### src/rtl/assert_macros.svh
// ----------------------------------------------------------------------------
// Assertion macros
// Shared concurrent assertion helpers for the base64 stream decoder.
// ----------------------------------------------------------------------------
`ifndef ASSERT_MACROS_SVH
`define ASSERT_MACROS_SVH

// Check a condition at every clock edge outside reset.
`define ASSERT_ALWAYS(label, clk, rst_n, cond, msg) \
	label: assert property (@(posedge clk) disable iff (!rst_n) (cond)) else $error(msg);

// Check that an antecedent implies a consequent in the same cycle.
`define ASSERT_IMPLY(label, clk, rst_n, ante, cons, msg) \
	label: assert property (@(posedge clk) disable iff (!rst_n) (ante) |-> (cons)) else $error(msg);

// Check that an antecedent implies a consequent in the next cycle.
`define ASSERT_NEXT(label, clk, rst_n, ante, cons, msg) \
	label: assert property (@(posedge clk) disable iff (!rst_n) (ante) |=> (cons)) else $error(msg);

`endif

### src/rtl/b64d_pkg.sv
// ----------------------------------------------------------------------------
// b64d_pkg
// Types, constants and the character map shared by the decoder modules.
// ----------------------------------------------------------------------------
package b64d_pkg;

	localparam int unsigned FIFO_DEPTH = 4;
	localparam int unsigned FIFO_AW    = $clog2(FIFO_DEPTH);
	localparam int unsigned FIFO_CW    = $clog2(FIFO_DEPTH + 1);

	localparam logic [7:0] PAD_CHAR = 8'h3D;

	localparam logic [1:0] POS_FIRST  = 2'd0;
	localparam logic [1:0] POS_SECOND = 2'd1;
	localparam logic [1:0] POS_THIRD  = 2'd2;
	localparam logic [1:0] POS_FOURTH = 2'd3;

	// Decoded bytes of one character: up to three, first byte in bits 23..16.
	typedef struct packed {
		logic [23:0] bits;
		logic [1:0]  cnt;
		logic        last;
	} job_t;

	typedef struct packed {
		logic valid;
		job_t job;
	} job_xfer_t;

	function automatic logic [5:0] sextet_of(input logic [7:0] c);
		logic [7:0] v;
		begin
			v = 8'd0;
			if (c >= 8'h41 && c <= 8'h5A) begin
				v = c - 8'h41;
			end else if (c >= 8'h61 && c <= 8'h7A) begin
				v = c - 8'h61 + 8'd26;
			end else if (c >= 8'h30 && c <= 8'h39) begin
				v = c - 8'h30 + 8'd52;
			end else if (c == 8'h2B || c == 8'h2D || c == 8'h2E) begin
				v = 8'd62;
			end else if (c == 8'h2F || c == 8'h5F || c == 8'h2C) begin
				v = 8'd63;
			end
			return v[5:0];
		end
	endfunction

endpackage

### src/rtl/b64d_front.sv
// ----------------------------------------------------------------------------
// b64d_front
// Accepts characters, maps them to sextets and assembles groups of four;
// pushes the decoded bytes of a character as one job into the queue.
// ----------------------------------------------------------------------------
`include "assert_macros.svh"

module b64d_front import b64d_pkg::*; (
	input  logic        clk,
	input  logic        arst_n,
	input  logic        s_axis_tvalid,
	output logic        s_axis_tready,
	input  logic [7:0]  s_axis_tdata,   // char_in[7:0]
	input  logic        s_axis_tlast,   // char_last
	input  logic        q_ready,
	output job_xfer_t   push
);

	logic [17:0] group_q;
	logic [1:0]  pos_q;
	logic        pad3_q;

	logic [17:0] group_d;
	logic [1:0]  pos_d;
	logic        pad3_d;
	logic [23:0] bits;
	logic [1:0]  cnt;
	logic [5:0]  sx;
	logic        is_pad;
	logic        fire;

	assign s_axis_tready = q_ready;
	assign fire          = s_axis_tvalid && q_ready;
	assign sx            = sextet_of(s_axis_tdata);
	assign is_pad        = (s_axis_tdata == PAD_CHAR);

	always_comb begin
		group_d = group_q;
		pos_d   = pos_q;
		pad3_d  = pad3_q;
		bits    = {group_q, 6'd0};
		cnt     = 2'd0;
		case (pos_q)
			POS_FIRST: begin
				group_d = {sx, 12'd0};
				pos_d   = POS_SECOND;
			end
			POS_SECOND: begin
				group_d = {group_q[17:12], sx, 6'd0};
				pos_d   = POS_THIRD;
				bits    = {group_q[17:12], sx, 12'd0};
				cnt     = s_axis_tlast ? 2'd1 : 2'd0;
			end
			POS_THIRD: begin
				group_d = {group_q[17:6], sx};
				pos_d   = POS_FOURTH;
				pad3_d  = is_pad;
				bits    = {group_q[17:6], sx, 6'd0};
				cnt     = s_axis_tlast ? 2'd2 : 2'd0;
			end
			POS_FOURTH: begin
				group_d = 18'd0;
				pos_d   = POS_FIRST;
				pad3_d  = 1'b0;
				bits    = {group_q, sx};
				if (s_axis_tlast && is_pad) begin
					cnt = pad3_q ? 2'd1 : 2'd2;
				end else begin
					cnt = 2'd3;
				end
			end
			default: begin
				group_d = 18'd0;
				pos_d   = POS_FIRST;
			end
		endcase
		if (s_axis_tlast) begin
			group_d = 18'd0;
			pos_d   = POS_FIRST;
			pad3_d  = 1'b0;
		end
	end

	always_comb begin
		push.valid    = fire && (cnt != 2'd0);
		push.job.bits = bits;
		push.job.cnt  = cnt;
		push.job.last = s_axis_tlast;
	end

	always_ff @(posedge clk or negedge arst_n) begin
		if (!arst_n) begin
			group_q <= 18'd0;
			pos_q   <= POS_FIRST;
			pad3_q  <= 1'b0;
		end else if (fire) begin
			group_q <= group_d;
			pos_q   <= pos_d;
			pad3_q  <= pad3_d;
		end
	end

	`ASSERT_NEXT(a_last_restarts_group, clk, arst_n, fire && s_axis_tlast, pos_q == POS_FIRST && group_q == 18'd0 && !pad3_q, "group not cleared after last character")

endmodule

### src/rtl/b64d_fifo.sv
// ----------------------------------------------------------------------------
// b64d_fifo
// Short job queue between the character front end and the byte back end.
// ----------------------------------------------------------------------------
`include "assert_macros.svh"

module b64d_fifo import b64d_pkg::*; (
	input  logic      clk,
	input  logic      arst_n,
	input  job_xfer_t push,
	output logic      ready,
	output job_xfer_t head,
	input  logic      pop
);

	job_t mem [FIFO_DEPTH];

	logic [FIFO_AW-1:0] wr_ptr_q;
	logic [FIFO_AW-1:0] rd_ptr_q;
	logic [FIFO_CW-1:0] count_q;
	logic               do_push;
	logic               do_pop;

	assign ready      = (count_q != FIFO_CW'(FIFO_DEPTH));
	assign do_push    = push.valid && ready;
	assign do_pop     = pop && (count_q != '0);
	assign head.valid = (count_q != '0);
	assign head.job   = mem[rd_ptr_q];

	always_ff @(posedge clk) begin
		if (do_push) begin
			mem[wr_ptr_q] <= push.job;
		end
	end

	always_ff @(posedge clk or negedge arst_n) begin
		if (!arst_n) begin
			wr_ptr_q <= '0;
			rd_ptr_q <= '0;
			count_q  <= '0;
		end else begin
			if (do_push) begin
				wr_ptr_q <= (wr_ptr_q == FIFO_AW'(FIFO_DEPTH - 1)) ? '0 : wr_ptr_q + 1'b1;
			end
			if (do_pop) begin
				rd_ptr_q <= (rd_ptr_q == FIFO_AW'(FIFO_DEPTH - 1)) ? '0 : rd_ptr_q + 1'b1;
			end
			case ({do_push, do_pop})
				2'b10:   count_q <= count_q + 1'b1;
				2'b01:   count_q <= count_q - 1'b1;
				default: count_q <= count_q;
			endcase
		end
	end

	`ASSERT_IMPLY(a_no_push_when_full, clk, arst_n, push.valid, ready, "job pushed into full queue")
	`ASSERT_ALWAYS(a_count_bounded, clk, arst_n, count_q <= FIFO_CW'(FIFO_DEPTH), "queue count overflow")
	`ASSERT_IMPLY(a_no_empty_job, clk, arst_n, head.valid, head.job.cnt != 2'd0, "empty job in queue")

endmodule

### src/rtl/b64d_back.sv
// ----------------------------------------------------------------------------
// b64d_back
// Takes jobs from the queue and sends their bytes one per transfer
// through an output register.
// ----------------------------------------------------------------------------
module b64d_back import b64d_pkg::*; (
	input  logic       clk,
	input  logic       arst_n,
	input  job_xfer_t  head,
	output logic       pop,
	output logic       m_axis_tvalid,
	input  logic       m_axis_tready,
	output logic [7:0] m_axis_tdata,   // byte_out[7:0]
	output logic       m_axis_tlast    // byte_last
);

	job_t        cur_q;
	logic        cur_valid_q;
	logic [1:0]  idx_q;
	logic        out_valid_q;
	logic [7:0]  out_data_q;
	logic        out_last_q;

	logic        advance;
	logic        final_byte;
	logic [7:0]  sel_byte;

	assign advance    = cur_valid_q && (!out_valid_q || m_axis_tready);
	assign final_byte = (idx_q == cur_q.cnt - 2'd1);
	assign pop        = head.valid && (!cur_valid_q || (advance && final_byte));

	always_comb begin
		case (idx_q)
			2'd0:    sel_byte = cur_q.bits[23:16];
			2'd1:    sel_byte = cur_q.bits[15:8];
			default: sel_byte = cur_q.bits[7:0];
		endcase
	end

	always_ff @(posedge clk or negedge arst_n) begin
		if (!arst_n) begin
			cur_valid_q <= 1'b0;
			idx_q       <= 2'd0;
			out_valid_q <= 1'b0;
		end else begin
			if (pop) begin
				cur_valid_q <= 1'b1;
				idx_q       <= 2'd0;
			end else if (advance) begin
				if (final_byte) begin
					cur_valid_q <= 1'b0;
					idx_q       <= 2'd0;
				end else begin
					idx_q <= idx_q + 2'd1;
				end
			end
			if (advance) begin
				out_valid_q <= 1'b1;
			end else if (m_axis_tready) begin
				out_valid_q <= 1'b0;
			end
		end
	end

	always_ff @(posedge clk) begin
		if (pop) begin
			cur_q <= head.job;
		end
		if (advance) begin
			out_data_q <= sel_byte;
			out_last_q <= cur_q.last && final_byte;
		end
	end

	assign m_axis_tvalid = out_valid_q;
	assign m_axis_tdata  = out_data_q;
	assign m_axis_tlast  = out_last_q;

endmodule

### src/rtl/base64_stream_decoder.sv
// ----------------------------------------------------------------------------
// base64_stream_decoder
// Tolerant base64 decoder: one character in per transfer, decoded bytes out.
// ----------------------------------------------------------------------------
// Input stream: s_axis_tdata carries one text character, s_axis_tlast marks
// the final character of an encoded stream. Output stream: m_axis_tdata
// carries one decoded byte, m_axis_tlast marks the final byte of the stream.
// Both +, - and . decode to 62, /, _ and , to 63; any other character,
// padding included, counts as zero. A padded last group gives one or two
// bytes; a last tail of two or three characters gives one or two bytes; a
// lone last character gives no byte and so no byte with m_axis_tlast set.
// Throughput: one character per cycle while the queue has room, one byte
// per cycle out while the receiver is ready. The first byte of a character
// passes the front end, job queue, byte sequencer and output register.
// A four-entry job queue decouples the two sides; when the receiver stalls,
// the queue fills and s_axis_tready drops once it holds four jobs.
// Reset clears the group state, empties the queue and clears the output
// valid flag; the block is ready for input as soon as reset is released.
// ----------------------------------------------------------------------------
module base64_stream_decoder import b64d_pkg::*; (
	input  logic       clk,
	input  logic       arst_n,
	input  logic       s_axis_tvalid,
	output logic       s_axis_tready,
	input  logic [7:0] s_axis_tdata,   // char_in[7:0]
	input  logic       s_axis_tlast,   // char_last
	output logic       m_axis_tvalid,
	input  logic       m_axis_tready,
	output logic [7:0] m_axis_tdata,   // byte_out[7:0]
	output logic       m_axis_tlast    // byte_last
);

	job_xfer_t push;
	job_xfer_t head;
	logic      q_ready;
	logic      pop;

	b64d_front u_front (
		.clk           (clk),
		.arst_n        (arst_n),
		.s_axis_tvalid (s_axis_tvalid),
		.s_axis_tready (s_axis_tready),
		.s_axis_tdata  (s_axis_tdata),
		.s_axis_tlast  (s_axis_tlast),
		.q_ready       (q_ready),
		.push          (push)
	);

	b64d_fifo u_fifo (
		.clk    (clk),
		.arst_n (arst_n),
		.push   (push),
		.ready  (q_ready),
		.head   (head),
		.pop    (pop)
	);

	b64d_back u_back (
		.clk           (clk),
		.arst_n        (arst_n),
		.head          (head),
		.pop           (pop),
		.m_axis_tvalid (m_axis_tvalid),
		.m_axis_tready (m_axis_tready),
		.m_axis_tdata  (m_axis_tdata),
		.m_axis_tlast  (m_axis_tlast)
	);

endmodule
### config.mk
export PLATFORM = sky130hd
export DESIGN_NAME = base64_stream_decoder
export DESIGN_NICKNAME = d
export VERILOG_FILES = /design/src/rtl/b64d_pkg.sv /design/src/rtl/b64d_front.sv /design/src/rtl/b64d_fifo.sv /design/src/rtl/b64d_back.sv /design/src/rtl/base64_stream_decoder.sv
export VERILOG_INCLUDE_DIRS = /design/src /design/src/rtl
export SDC_FILE = /design/constraint.sdc
export NUM_CORES = 1
export LEC_CHECK = 0
export ABC_CLOCK_PERIOD_IN_PS = 7300
export BUFFER_PORTS_ARGS = -buffer_cell sky130_fd_sc_hd__buf_2
export CAP_MARGIN = 10
export CORE_ASPECT_RATIO = 0.5
export CORE_MARGIN = 1.5
export CORE_UTILIZATION = 40
export CTS_CLUSTER_SIZE = 8
export DETAILED_ROUTE_END_ITERATION = 7
export GPL_ROUTABILITY_DRIVEN = 0
export SKIP_CTS_REPAIR_TIMING = 1
export SLEW_MARGIN = 10
export SYNTH_ARGS = -nofsm -noshare
export SYNTH_HDL_FRONTEND = slang
export SYNTH_SLANG_ARGS = --single-unit
### constraint.sdc
create_clock -name clk -period 7.3 [get_ports clk]
set_input_delay 1.095 -clock clk [delete_from_list [all_inputs] [get_ports clk]]
set_output_delay 1.095 -clock clk [all_outputs]
set_load 0.005 [all_outputs]
* Word level (Yosys, flattened, before mapping) *
Memories as Yosys holds them, arrays and structs flattened. A register that Yosys moved wholly into a read port is not among the register bits.
Cells that the tools add are included.

storage, ports and cells
  register bits = 41
  RAM bits = 108
  output and inout port bits = 11
  memories = 1
  input bits = 13

cells by class
  muxes and demuxes = 31
  equality and inequality tests = 19
  reduce and logical (&&, ||, !) cells = 33
  magnitude comparators = 6
  add/subtract/negate cells = 11

memory list
  memory      depth  bits a word  rd ports  clocked after Yosys merged registers in  wr ports  line             text
  u_fifo.mem  4      27           1         1                                        1         b64d_fifo.sv:16  job_t mem [FIFO_DEPTH];

operator list
  kind                   count
  $pmux W18 S4           1
  $pmux W18 S3           1
  $eq A8 B6 Y1 const B   6
  $mux W6                5
  $mux W18               1
  $mux W2                9
  $ge A8 B7 Y1 const B   2
  $le A8 B7 Y1 const B   2
  $pmux W8 S2            1
  $logic_and A1 B1 Y1    12
  $sub A6 B6 Y6 const B  2
  $eq A2 B2 Y1 const B   5
  $reduce_bool A2 Y1     5
  $mux W1                9
  $eq A8 B7 Y1 const B   1
  $ge A8 B6 Y1 const B   1
  $le A8 B6 Y1 const B   1
  $pmux W2 S4            1
  $add A2 B1 Y2 const B  3
  $add A6 B5 Y6 const B  1
  $add A6 B6 Y6 const B  1
  $eq A2 B1 Y1 const B   3
  $logic_or A1 B1 Y1     6
  $pmux W2 S3            1
  other kinds (14)       20

* Longest topological paths before layout *
Gate-level depths: netlist of the first run.

  depth in word-level cells = 10
  mapped depth = 13
  mapped depth without buffers = 13

* Hierarchy *
A second synthesis of the first run with hierarchy kept.

unflattened totals
  cell total of the unflattened synthesis = 500
  area total of the unflattened synthesis = 7776.2 sq um

by module, submodules not included
  module      seq. area each (sq um)  cells each  instances  area an instance (sq um)
  b64d_fifo   3418.3                  181         1          4344.2
  b64d_front  525.5                   230         1          1959.4
  b64d_back   1181.1                  89          1          1472.7

* Least setup slack after synthesis of the first run *
No wires, ideal clock.

  kind = input-to-reg
  start = in m_axis_tready
  end = reg, netlist name u_back.cur_q[0]
  setup time = 0.420 ns
  data required time = 6.880 ns
  stages = 3
  slack = 4.179 ns
  data arrival time = 2.701 ns
  path through = nand2b_1 > nand2_1 > a21oi_1

on the way
  cells in the longest elaborated chain, start to end = 5

RTL lines
  element              line                         text
  start: declaration   base64_stream_decoder.sv:28  input logic m_axis_tready,
  $logic_or A1 B1 Y1   b64d_back.sv:28              assign advance = cur_valid_q && (!out_valid_q || m_axis_tready);
  $logic_and A1 B1 Y1  b64d_back.sv:28
  $logic_and A1 B1 Y1  b64d_back.sv:30              assign pop = head.valid && (!cur_valid_q || (advance && final_byte));
  $logic_or A1 B1 Y1   b64d_back.sv:30
  $logic_and A1 B1 Y1  b64d_back.sv:30
  net pop              base64_stream_decoder.sv:36  logic pop;

The timed path passes the listed nets, and every way through them passes these cells.
A chain may end at the register's enable or synchronous reset.

==> run metrics, run 1 <==
status=complete, no violations; final worst setup slack=3969 ps; vias in the first global route=4,070; WL/cell=18.32 um; first-pass GRT wire length=22,950 um; Worst EP arrival=3420 ps; ordered cell list for the critical path=buf_2, inv_1, ha_1, nor2b_1, o21ai_0, nand3_1, a22oi_1, o21ai_0; Max-slew headroom=30.97%; Bufs on Longest Clock Path=2; largest net degree at the start of global routing=33; # rows=35; Data required, critical path=7390 ps; most used cell, CP=o21ai_0; Ys Warns=0; ys flop type=edfxtp_1; GR Overflow Total=0; Die Wd=198.2 um; Hold/Removal Path Class=flip-flop to flip-flop; commonest non-fill, non-tap cell in the layout=edfxtp_1; max incr delay on CP=600 ps; antenna-violating nets left=0; FMAX=0.3002 GHz; Final TNS setup=0 ps; most frequent cells in the layout=edfxtp_1 (144), nand2_1 (61), dfrtp_1 (31); max-slew violations=0; reg2reg setup slack=4460 ps; Worst R2R Start=u_fifo.count_q[2]$_DFFE_PN0P_; Via density=5.178; Reg2Reg Capture Point=u_fifo.mem[1][24]$_DFFE_PP_; Period minus WS final=3331 ps; detailed placement HPWL=9921 um; initial antenna violation count=0; Synth area leader=edfxtp_1; area grow syn2layout=13.74%; register area share after synthesis=67.24%; clock latency on the worst-skew pair=420 ps; Initial Utilization=41.15%; Final #Nets=562; final clock period utilization by the worst path=45.63%; Final Skew=7.093 ps; synthesized net count=533; Fill cells=1,596; register area=5126 um^2; critical path's slowest cell=a22oi_1; max cap viols=0; CTS Buf Count=17; crit path launch type=primary input; Mean Syn Cell Area=15.34 um^2; Yosys cell types=57; Max FO, Critical Path=11; Antenna diodes=0; Sink Count=176; RSZ-0062 raised after global routing=no; FF+latch count, synth=176; Multi-input gate area=2347 um^2; share of cells above drive strength 1=19.14%; Post-Syn Area=7622 um^2; Fin. Hold Viols=0; CTS tree=yes; worst setup path start=s_axis_tdata[2]; clock root buffer=clkbuf_16; Lkg Pwr=0.003077 uW; initial drt markers=295; VDD IR max=185.9 uV; Buffers on Ports=23; Post-Syn Instances=497; Core Footprint=18,520 um^2; top cell type's share of synthesized area=56.73%; nature of the critical path endpoint=flip-flop; clock-pin slew on the worst setup and hold paths=60 ps; Worst Path Class, Setup=primary input to flip-flop; final setup vio count=0; critical path endpoint=u_fifo.mem[3][19]$_DFFE_PP_; DR vias=4,127; fraction of registers with async set/reset=18.18%; gr usage total=15.64%; IO Pins=24; # H-tree levels=4; worst reg2reg path depth=4; Pwr Density=352.9 nW/um^2; synth top area cells=edfxtp_1 (57%), dfrtp_1 (11%), mux4_2 (8.0%), ha_1 (3.6%), nand2_1 (3.0%); pre-CTS WS=3652 ps; detailed-router iteration count before antenna repair=5; Die ar.=19,940 um^2; Post-synth EDFFs=144; Chip Height=100.6 um; DRC errors left=0; Slew @ Worst Pin=1025 ps; final WL=14,600 um
## sequential cells by signal, indices dropped and copies added (netlist names)
name                  cells
u_front.pad3_q            1
u_back.m_axis_tlast       1
u_fifo.mem              108
u_back.idx_q              2
u_fifo.count_q            3
u_front.group_q          18
u_back.m_axis_tvalid      1
u_front.pos_q             2
u_back.cur_q             27
u_fifo.rd_ptr_q           2
u_back.m_axis_tdata       8
u_fifo.wr_ptr_q           2
u_back.cur_valid_q        1
## how the worst min path moves through the flow
stage / cells past startpoint / slack [ps] / to / start
floorplan: 2 / 440 / u_front.group_q[2]$_DFFE_PN0P_ / u_front.group_q[2]$_DFFE_PN0P_
global placement: 2 / 460 / u_front.group_q[5]$_DFFE_PN0P_ / u_front.group_q[5]$_DFFE_PN0P_
detailed placement: 2 / 470 / u_front.group_q[5]$_DFFE_PN0P_ / u_front.group_q[5]$_DFFE_PN0P_
CTS: 2 / 480 / u_front.group_q[5]$_DFFE_PN0P_ / u_front.group_q[5]$_DFFE_PN0P_
global route: 2 / 500 / u_front.group_q[1]$_DFFE_PN0P_ / u_front.group_q[1]$_DFFE_PN0P_
finish: 2 / 480 / u_front.group_q[5]$_DFFE_PN0P_ / u_front.group_q[5]$_DFFE_PN0P_
## synthesized netlist by cell type, types with 3 or more instances
cell and count:
o41ai_1 5, nand3_1 7, mux4_2 27, nor2b_1 12, a22o_1 6, xnor2_1 6
nor4_1 3, nor2_1 12, a32oi_1 4, a22oi_1 12, dfrtp_1 32, edfxtp_1 144
and2_1 5, o21ai_0 21, nand2b_1 11, a21oi_1 6, nor3_1 7, inv_1 21
mux2_2 4, o31ai_1 7, buf_2 5, ha_1 22, buf_1 4, clkbuf_1 7
nand4_1 3, or3_1 3, nand2_1 61, a21o_1 4, or2_2 3
## power by group
part           total, uW  internal [uW]  switching (uW)  leakage, uW
logic                658            296             362      0.00102
registers           1410           1280             126      0.00175
clock network        991            637             354     0.000313
## per-stage QoR
stage          total power (uW)  util (%)  instances  hold slack (ps)  instance area (um^2)
4_1_cts                    3092     46.80        797            481.1                  8670
3_5_place_dp               2104     43.30        766            466.7                  8021
3_3_place_gp               2093     43.30        766            462.3                  8021
5_1_grt                    3215     46.80        797            501.5                  8670
6_report                   3060     46.80        797            484.2                  8670
2_1_floorplan              1882         -        497            443.1                  7622
## critical path, delay by kind of cell
kind                     cells  cell delay (ps)
AO/OA/AOI/OAI                3             1430
buffers and inverters        2              340
AND/OR/NAND/NOR              2              290
adder cells (fa/ha/maj)      1              260
## layer usage
| metal | vias up | share of wire, % | wire length, um | GRT usage, % |
|---|---|---|---|---|
| met1 | 2036 | 52 | 7587 | 23.78 |
| met5 | - | 0 | 0 | 0 |
| met2 | 110 | 43 | 6220 | 22.51 |
| li1 | 1963 | - | - | - |
| met3 | 18 | 4.4 | 636 | 2.710 |
| met4 | 0 | 1.0 | 153 | 5.696 |
## cell type report
cell class,count,share of cell area [%]
Sequential cell,176,59.13
Multi-Input combinational cell,283,27.07
Clock buffer,19,4.994
Tap cell,259,3.738
Clock inverter,12,2.482
Timing Repair Buffer,27,1.674
Inverter,21,0.9092
## kinds of logic (layout without fill, tap and decap cells)
kind of cell,count (synthesis),after routing,share of synthesized area (%)
fa+ha+maj,23,23,3.874
buf+inv,38,79,2.052
flops,176,176,67.24
xor+xnor,8,8,0.9193
mux,32,32,8.700
simple gates,138,138,9.390
compound gates,82,82,7.830
Power figures use the tool's default switching activity.
==> run 2: changes to the inputs <==
- ABC_CLOCK_PERIOD_IN_PS: 7300 -> 3100
- clock period: 7.3 -> 3.1 ns (I/O delays scaled with it)
==> run 2 against run 1 <==
  * Global-route usage increased by 1.1 points
  * Clock skew grew 2.0 ps
  * First-iteration DRC count rose by 28%
  * Cell count rose by 2.1%
  * Sequential share of layout area is 0.34 points lower
  * Register-to-register slack lost 4000 ps
  * Clock power rose by 110%
  * Worst hold slack worse by 370 ps
  * Routed wire length grew 5.8%
  * Core utilization grew 0.27 points
  * Largest cell class unchanged
==> run metrics, run 2 (same netlist as run 1, synthesis figures left out) <==
status=complete, no violations (unchanged); Slew @ Worst Pin=794.8 ps (was 1025 ps); FMAX=0.3735 GHz; # rows=35 (unchanged); critical path's slowest cell=dfrtp_1 (was a22oi_1); DRC errors left=0 (unchanged); most used cell, CP=inv_1 (was o21ai_0); detailed-router iteration count before antenna repair=5 (unchanged); Max FO, Critical Path=9 (was 11); CTS Buf Count=17 (unchanged); initial antenna violation count=0 (unchanged); Bufs on Longest Clock Path=2 (unchanged); Inst Count DP=782 (was 766); most frequent cells in the layout=edfxtp_1 (144), nand2_1 (61), dfrtp_1 (31) (unchanged); Period minus WS final=2677 ps; largest net degree at the start of global routing=33 (unchanged); met1 Use GR=24.81% (was 23.78%); fin util=47.07% (was 46.80%); met3 usage=3.078% (was 2.710%); worst reg2reg path depth=14 (was 4); pre-CTS WS=186.3 ps (was 3652 ps); Core Footprint=18,520 um^2 (unchanged); Die ar.=19,940 um^2 (unchanged); Worst Path Class, Setup=flip-flop to flip-flop (was primary input to flip-flop); Chip Height=100.6 um (unchanged); clock latency on the worst-skew pair=420 ps (about the same); crit path launch type=flip-flop (was primary input); max incr delay on CP=430 ps (was 600 ps); initial drt markers=379 (was 295); max cap viols=0 (unchanged); detailed placement HPWL=10,450 um (was 9921 um); Fill cells=1,586 (was 1,596); global routing met2 resource utilization=25.18% (was 22.51%); vias in the first global route=4,181 (was 4,070); first-pass GRT wire length=24,270 um (was 22,950 um); Reg with most FFs=u_fifo.mem (unchanged); Sink Count=176 (unchanged); RSZ-0062 raised after global routing=no (unchanged); Buffers on Ports=23 (unchanged); commonest non-fill, non-tap cell in the layout=edfxtp_1 (unchanged); Fin. Hold Viols=0 (unchanged); post-route cell area=8720 um^2 (was 8670 um^2); ordered cell list for the critical path=inv_1, ha_1, nor2_1, inv_1, a21oi_1, nor3_1, buf_4, inv_1, ha_1, inv_1, fa_1, xor2_1, nor2_1, xor2_1 (was buf_2, inv_1, ha_1, nor2b_1, o21ai_0, nand3_1, a22oi_1, o21ai_0); gr usage total=16.69% (was 15.64%); clock-pin slew on the worst setup and hold paths=70 ps (was 60 ps); area grow syn2layout=14.40% (was 13.74%); max reg flops=108 (unchanged); max-slew violations=0 (unchanged); WL/cell=18.98 um (was 18.32 um); CTS tree=yes (unchanged); DR vias=4,293 (was 4,127); Final #Nets=578 (was 562); Pwr Density=808.8 nW/um^2 (was 352.9 nW/um^2); VDD IR max=388.5 uV (was 185.9 uV); final setup vio count=0 (unchanged); antenna-violating nets left=0 (unchanged); final WL=15,450 um (was 14,600 um); Data required, critical path=3440 ps (was 7390 ps); final clock period utilization by the worst path=86.36%; placed cell area=8139 um^2 (was 8021 um^2); # H-tree levels=4 (unchanged); nature of the critical path endpoint=flip-flop (unchanged); final worst setup slack=422.9 ps (was 3969 ps); Die Wd=198.2 um (unchanged); Antenna diodes=0 (unchanged); Initial Utilization=41.15% (unchanged); Final Skew=9.092 ps (was 7.093 ps); Via density=5.274 (was 5.178); Hold/Removal Path Class=primary input to async pin (was flip-flop to flip-flop); clock root buffer=clkbuf_16 (unchanged); share of cells above drive strength 1=20.54% (was 19.14%); IO Pins=24 (unchanged); Largest regs=u_fifo.mem: 108 flops, u_back.cur_q: 27 flops, u_front.group_q: 18 flops (unchanged); Max-slew headroom=46.56% (was 30.97%); Worst EP arrival=3020 ps (was 3420 ps); GR Overflow Total=0 (unchanged); busiest layer in global routing=met2 (was met1); Cell Count, Final, Fillers Out=814 (was 797); Lkg Pwr=0.003120 uW (was 0.003077 uW); Final TNS setup=0 ps (unchanged)
run 2: cell count changes in the layout (fill, tap and decap cells not counted):
cell,change
and2_1,+2
and2_2,-2
buf_4,+16
bufinv_16,-3
clkbuf_1,+2
clkinv_1,+2
clkinv_2,-2
clkinv_4,+2
run 2: per-layer routing:
metal | vias up | share of wire, %
met5 | - | 0
met4 | 0 | 1.0
met3 | 14 | 4.7
met2 | 107 | 44
met1 | 2171 | 50
li1 | 2001 | -
run 2: layout make-up:
cell class,instances,area [um^2],share of cell area (%)
inverter,21,78.83,0.9040
sequential,176,5126,58.79
timing repair buffer,43,265.3,3.042
multi-input combinational,283,2345,26.89
clock inverter,11,140.1,1.607
tap,259,324.1,3.716
clock buffer,21,440.4,5.051
run 2: through the flow:
stage | power, uW | hold WS [ps]
after global placement | 4981 | 463.1
after floorplan | 4432 | 169.4
after detailed placement | 5026 | 465.4
after CTS | 7125 | 145.0
final | 7052 | 118.0
after global routing | 7423 | 174.3
run 2: report_power, final:
group          leakage [uW]  total, uW  internal [uW]  switching, uW
Clock              0.000276       2110           1260            844
Combinational       0.00110       1670            730            937
Sequential          0.00175       3280           3030            253
run 2: critical path, delay by kind of cell, from the launching register on:
family	cells	cell delay, ps
buffers and inverters	5	480
and+or+nand+nor	3	370
DFF	1	430
adders and majority gates	3	880
xor gates and xnor gates	2	300
AOI/OAI and AO/OA	1	140
run 2: path summary, 6_finish.rpt:
path	from	end	slack, ps
worst max-delay path	u_front.pos_q[0]$_DFFE_PN0P_	u_fifo.count_q[2]$_DFFE_PN0P_	420
min in group clk	m_axis_tready	u_back.m_axis_tvalid$_DFFE_PN0P_	360
worst max register to register	u_front.pos_q[0]$_DFFE_PN0P_	u_fifo.count_q[2]$_DFFE_PN0P_	420
worst min-delay path	arst_n	u_back.idx_q[0]$_DFFE_PN0P_	120
max in group asynchronous	arst_n	u_fifo.rd_ptr_q[0]$_DFFE_PN0P_	2430
worst min register to register	u_front.group_q[7]$_DFFE_PN0P_	u_front.group_q[7]$_DFFE_PN0P_	480
==> run 3: changes to the inputs <==
- ABC_AREA: unset -> 1
==> run 3 against run 2 <==
  * Routed wire length increased by 2.9%
  * Flip-flop and latch count unchanged
  * Non-clock buffer count fell by 10
  * First-iteration DRC count is 20% higher
  * Largest cell class unchanged
  * Register-to-register slack better by 70 ps
  * Critical endpoint is now u_fifo.count_q[1]$_DFFE_PN0P_
==> run metrics, run 3 <==
Chip Height=101.3 um (was 100.6 um); placed cell area=8153 um^2 (was 8139 um^2); DRC errors left=0 (unchanged); Worst EP arrival=2940 ps (was 3020 ps); Max-slew headroom=45.91% (was 46.56%); ys flop type=edfxtp_1 (unchanged); gr usage total=16.93% (was 16.69%); most used cell, CP=inv_1 (unchanged); Initial Utilization=41.41% (was 41.15%); synthesized net count=710 (was 533); area grow syn2layout=13.48% (was 14.40%); Post-synth EDFFs=144 (unchanged); crit path launch type=flip-flop (unchanged); Post-Syn Area=7725 um^2 (was 7622 um^2); clock-pin slew on the worst setup and hold paths=70 ps (about the same); # H-tree levels=4 (unchanged); Worst Path Class, Setup=flip-flop to flip-flop (unchanged); Post-Syn Instances=674 (was 497); max-slew violations=0 (unchanged); Hold/Removal Path Class=primary input to async pin (unchanged); Via density=5.100 (was 5.274); share of cells above drive strength 1=13.79% (was 20.54%); Lkg Pwr=0.003350 uW (was 0.003120 uW); final clock period utilization by the worst path=84.02% (was 86.36%); Reg with most FFs=u_fifo.mem (unchanged); Final TNS setup=0 ps (unchanged); Buffers on Ports=23 (unchanged); Die Wd=199.5 um (was 198.2 um); Worst R2R Start=u_front.pos_q[0]$_DFFE_PN0P_ (unchanged); GR Overflow Total=0 (unchanged); status=complete, no violations (unchanged); synth top area cells=edfxtp_1 (56%), dfrtp_1 (10%), o21ai_0 (4.9%), nand2_1 (4.8%), nor2_1 (3.8%) (was edfxtp_1 (57%), dfrtp_1 (11%), mux4_2 (8.0%), ha_1 (3.6%), nand2_1 (3.0%)); Largest regs=u_fifo.mem: 108 flops, u_back.cur_q: 27 flops, u_front.group_q: 18 flops (unchanged); reg2reg setup slack=500 ps (was 420 ps); Yosys cell types=40 (was 57); worst reg2reg path depth=11 (was 14); CTS Buf Count=17 (unchanged); Pwr Density=878.9 nW/um^2 (was 808.8 nW/um^2); Slew @ Worst Pin=811.3 ps (was 794.8 ps); FF+latch count, synth=176 (unchanged); antenna-violating nets left=0 (unchanged); clock latency on the worst-skew pair=420 ps (about the same); RSZ-0062 raised after global routing=no (unchanged); Sink Count=176 (unchanged); largest net degree at the start of global routing=57 (was 33); commonest non-fill, non-tap cell in the layout=edfxtp_1 (unchanged); DR vias=4,983 (was 4,293); critical path's slowest cell=dfrtp_1 (unchanged); Core Footprint=18,660 um^2 (was 18,520 um^2); final WL=15,900 um (was 15,450 um); WL/cell=16.27 um (was 18.98 um); clock root buffer=clkbuf_16 (unchanged); Mean Syn Cell Area=11.46 um^2 (was 15.34 um^2); Final #Nets=741 (was 578); post-route cell area=8766 um^2 (was 8720 um^2); cell with the most instances after synthesis=edfxtp_1 (unchanged); Data required, critical path=3440 ps (about the same); Ys Warns=0 (unchanged); nature of the critical path endpoint=flip-flop (unchanged); Fin. Hold Viols=0 (unchanged); first-pass GRT wire length=25,680 um (was 24,270 um); register area share after synthesis=66.34% (was 67.24%); # rows=35 (unchanged); initial drt markers=455 (was 379); top cell type's share of synthesized area=55.98% (was 56.73%); IO Pins=24 (unchanged); fraction of registers with async set/reset=18.18% (unchanged); Bufs on Longest Clock Path=2 (unchanged); register area=5125 um^2 (was 5126 um^2); detailed-router iteration count before antenna repair=5 (unchanged); final setup vio count=0 (unchanged); detailed placement HPWL=10,530 um (was 10,450 um); Final Skew=11.82 ps (was 9.092 ps); ordered cell list for the critical path=inv_1, ha_1, inv_1, nor2_2, a22oi_1, nand2_1, nand2_4, ha_1, inv_1, fa_1, o21ai_0 (was inv_1, ha_1, nor2_1, inv_1, a21oi_1, nor3_1, buf_4, inv_1, ha_1, inv_1, fa_1, xor2_1, nor2_1, xor2_1); most frequent cells in the layout=edfxtp_1 (144), nand2_1 (99), o21ai_0 (75) (was edfxtp_1 (144), nand2_1 (61), dfrtp_1 (31)); max cap viols=0 (unchanged); Antenna diodes=0 (unchanged); Max FO, Critical Path=9 (unchanged); Die ar.=20,210 um^2 (was 19,940 um^2); Fill cells=1,691 (was 1,586); max incr delay on CP=410 ps (was 430 ps); max reg flops=108 (unchanged); initial antenna violation count=0 (unchanged); VDD IR max=587.8 uV (was 388.5 uV); Reg2Reg Capture Point=u_fifo.count_q[1]$_DFFE_PN0P_ (was u_fifo.count_q[2]$_DFFE_PN0P_); Synth area leader=edfxtp_1 (unchanged); Post-synth top cells=edfxtp_1 (144), nand2_1 (99), nor2_1 (79) (was edfxtp_1 (144), nand2_1 (61), dfrtp_1 (32)); Multi-input gate area=2290 um^2 (was 2345 um^2); vias in the first global route=4,707 (was 4,181); Period minus WS final=2605 ps (was 2677 ps); FMAX=0.3839 GHz (was 0.3735 GHz); CTS tree=yes (unchanged)
==> run 3: cells by family after synthesis <==
group,Yosys count,share of synthesized area (%)
DFF,176,66.34
AOI/OAI and AO/OA,142,10.30
buffers and inverters,80,4.179
xor gates and xnor gates,9,1.020
adders and majority gates,23,3.822
and+or+nand+nor,244,14.33
==> run 3: worst max-delay path, delay by kind of cell (launching register included) <==
| family | cells | cell delay, ps |
|---|---|---|
| compound gates | 2 | 360 |
| buf+inv | 3 | 310 |
| fa+ha+maj | 3 | 890 |
| simple gates | 3 | 560 |
| flops | 1 | 410 |
==> run 3: metal layers <==
layer / global-route usage [%] / share of wire (%)
met1: 25.73 / 52
met4: 4.858 / 0.75
met2: 24.79 / 43
met5: 0 / 0
met3: 3.064 / 4.6
==> run 3: how the worst max path moves through the flow <==
stage / start / slack (ps) / cells after the start / to
2_1_floorplan: u_front.pos_q[0]$_DFFE_PN0P_ / 140 / 8 / u_fifo.mem[2][0]$_DFFE_PP_
3_3_place_gp: s_axis_tdata[1] / 290 / 15 / u_fifo.count_q[2]$_DFFE_PN0P_
3_5_place_dp: s_axis_tdata[1] / 220 / 15 / u_fifo.count_q[2]$_DFFE_PN0P_
4_1_cts: u_front.pos_q[0]$_DFFE_PN0P_ / 490 / 11 / u_fifo.count_q[1]$_DFFE_PN0P_
5_1_grt: u_front.pos_q[0]$_DFFE_PN0P_ / 270 / 13 / u_fifo.count_q[2]$_DFFE_PN0P_
6_report: u_front.pos_q[0]$_DFFE_PN0P_ / 500 / 11 / u_fifo.count_q[1]$_DFFE_PN0P_
==> run 3: area by class of cell <==
class / count / area share [%]
flip-flops and latches: 176 / 58.46
multi-input cells: 418 / 26.12
clock buffers: 26 / 6.180
well taps: 259 / 3.697
inverters: 59 / 2.555
repair buffers: 33 / 2.170
clock inverters: 6 / 0.8136
==> run 3: where the power goes <==
part           internal [uW]  leakage [uW]  switching (uW)
clock network           1300      0.000293             850
logic                    643       0.00130            1510
registers               3220       0.00175             182
total                   5160       0.00335            2540
==> run 3: metrics by stage <==
| step | power [uW] | util, % | instances | hold WS, ps | setup WS, ps |
|---|---|---|---|---|---|
| final | 7704 | 46.99 | 977 | 141.9 | 495.2 |
| after global routing | 8196 | 46.99 | 977 | 181.4 | 271.8 |
| after detailed placement | 5626 | 43.70 | 945 | 462.8 | 220.9 |
| after global placement | 5575 | 43.70 | 945 | 444.2 | 293.1 |
| after CTS | 7767 | 46.99 | 977 | 143.1 | 490.7 |
| after floorplan | 4868 | - | 674 | 169.4 | 140.5 |
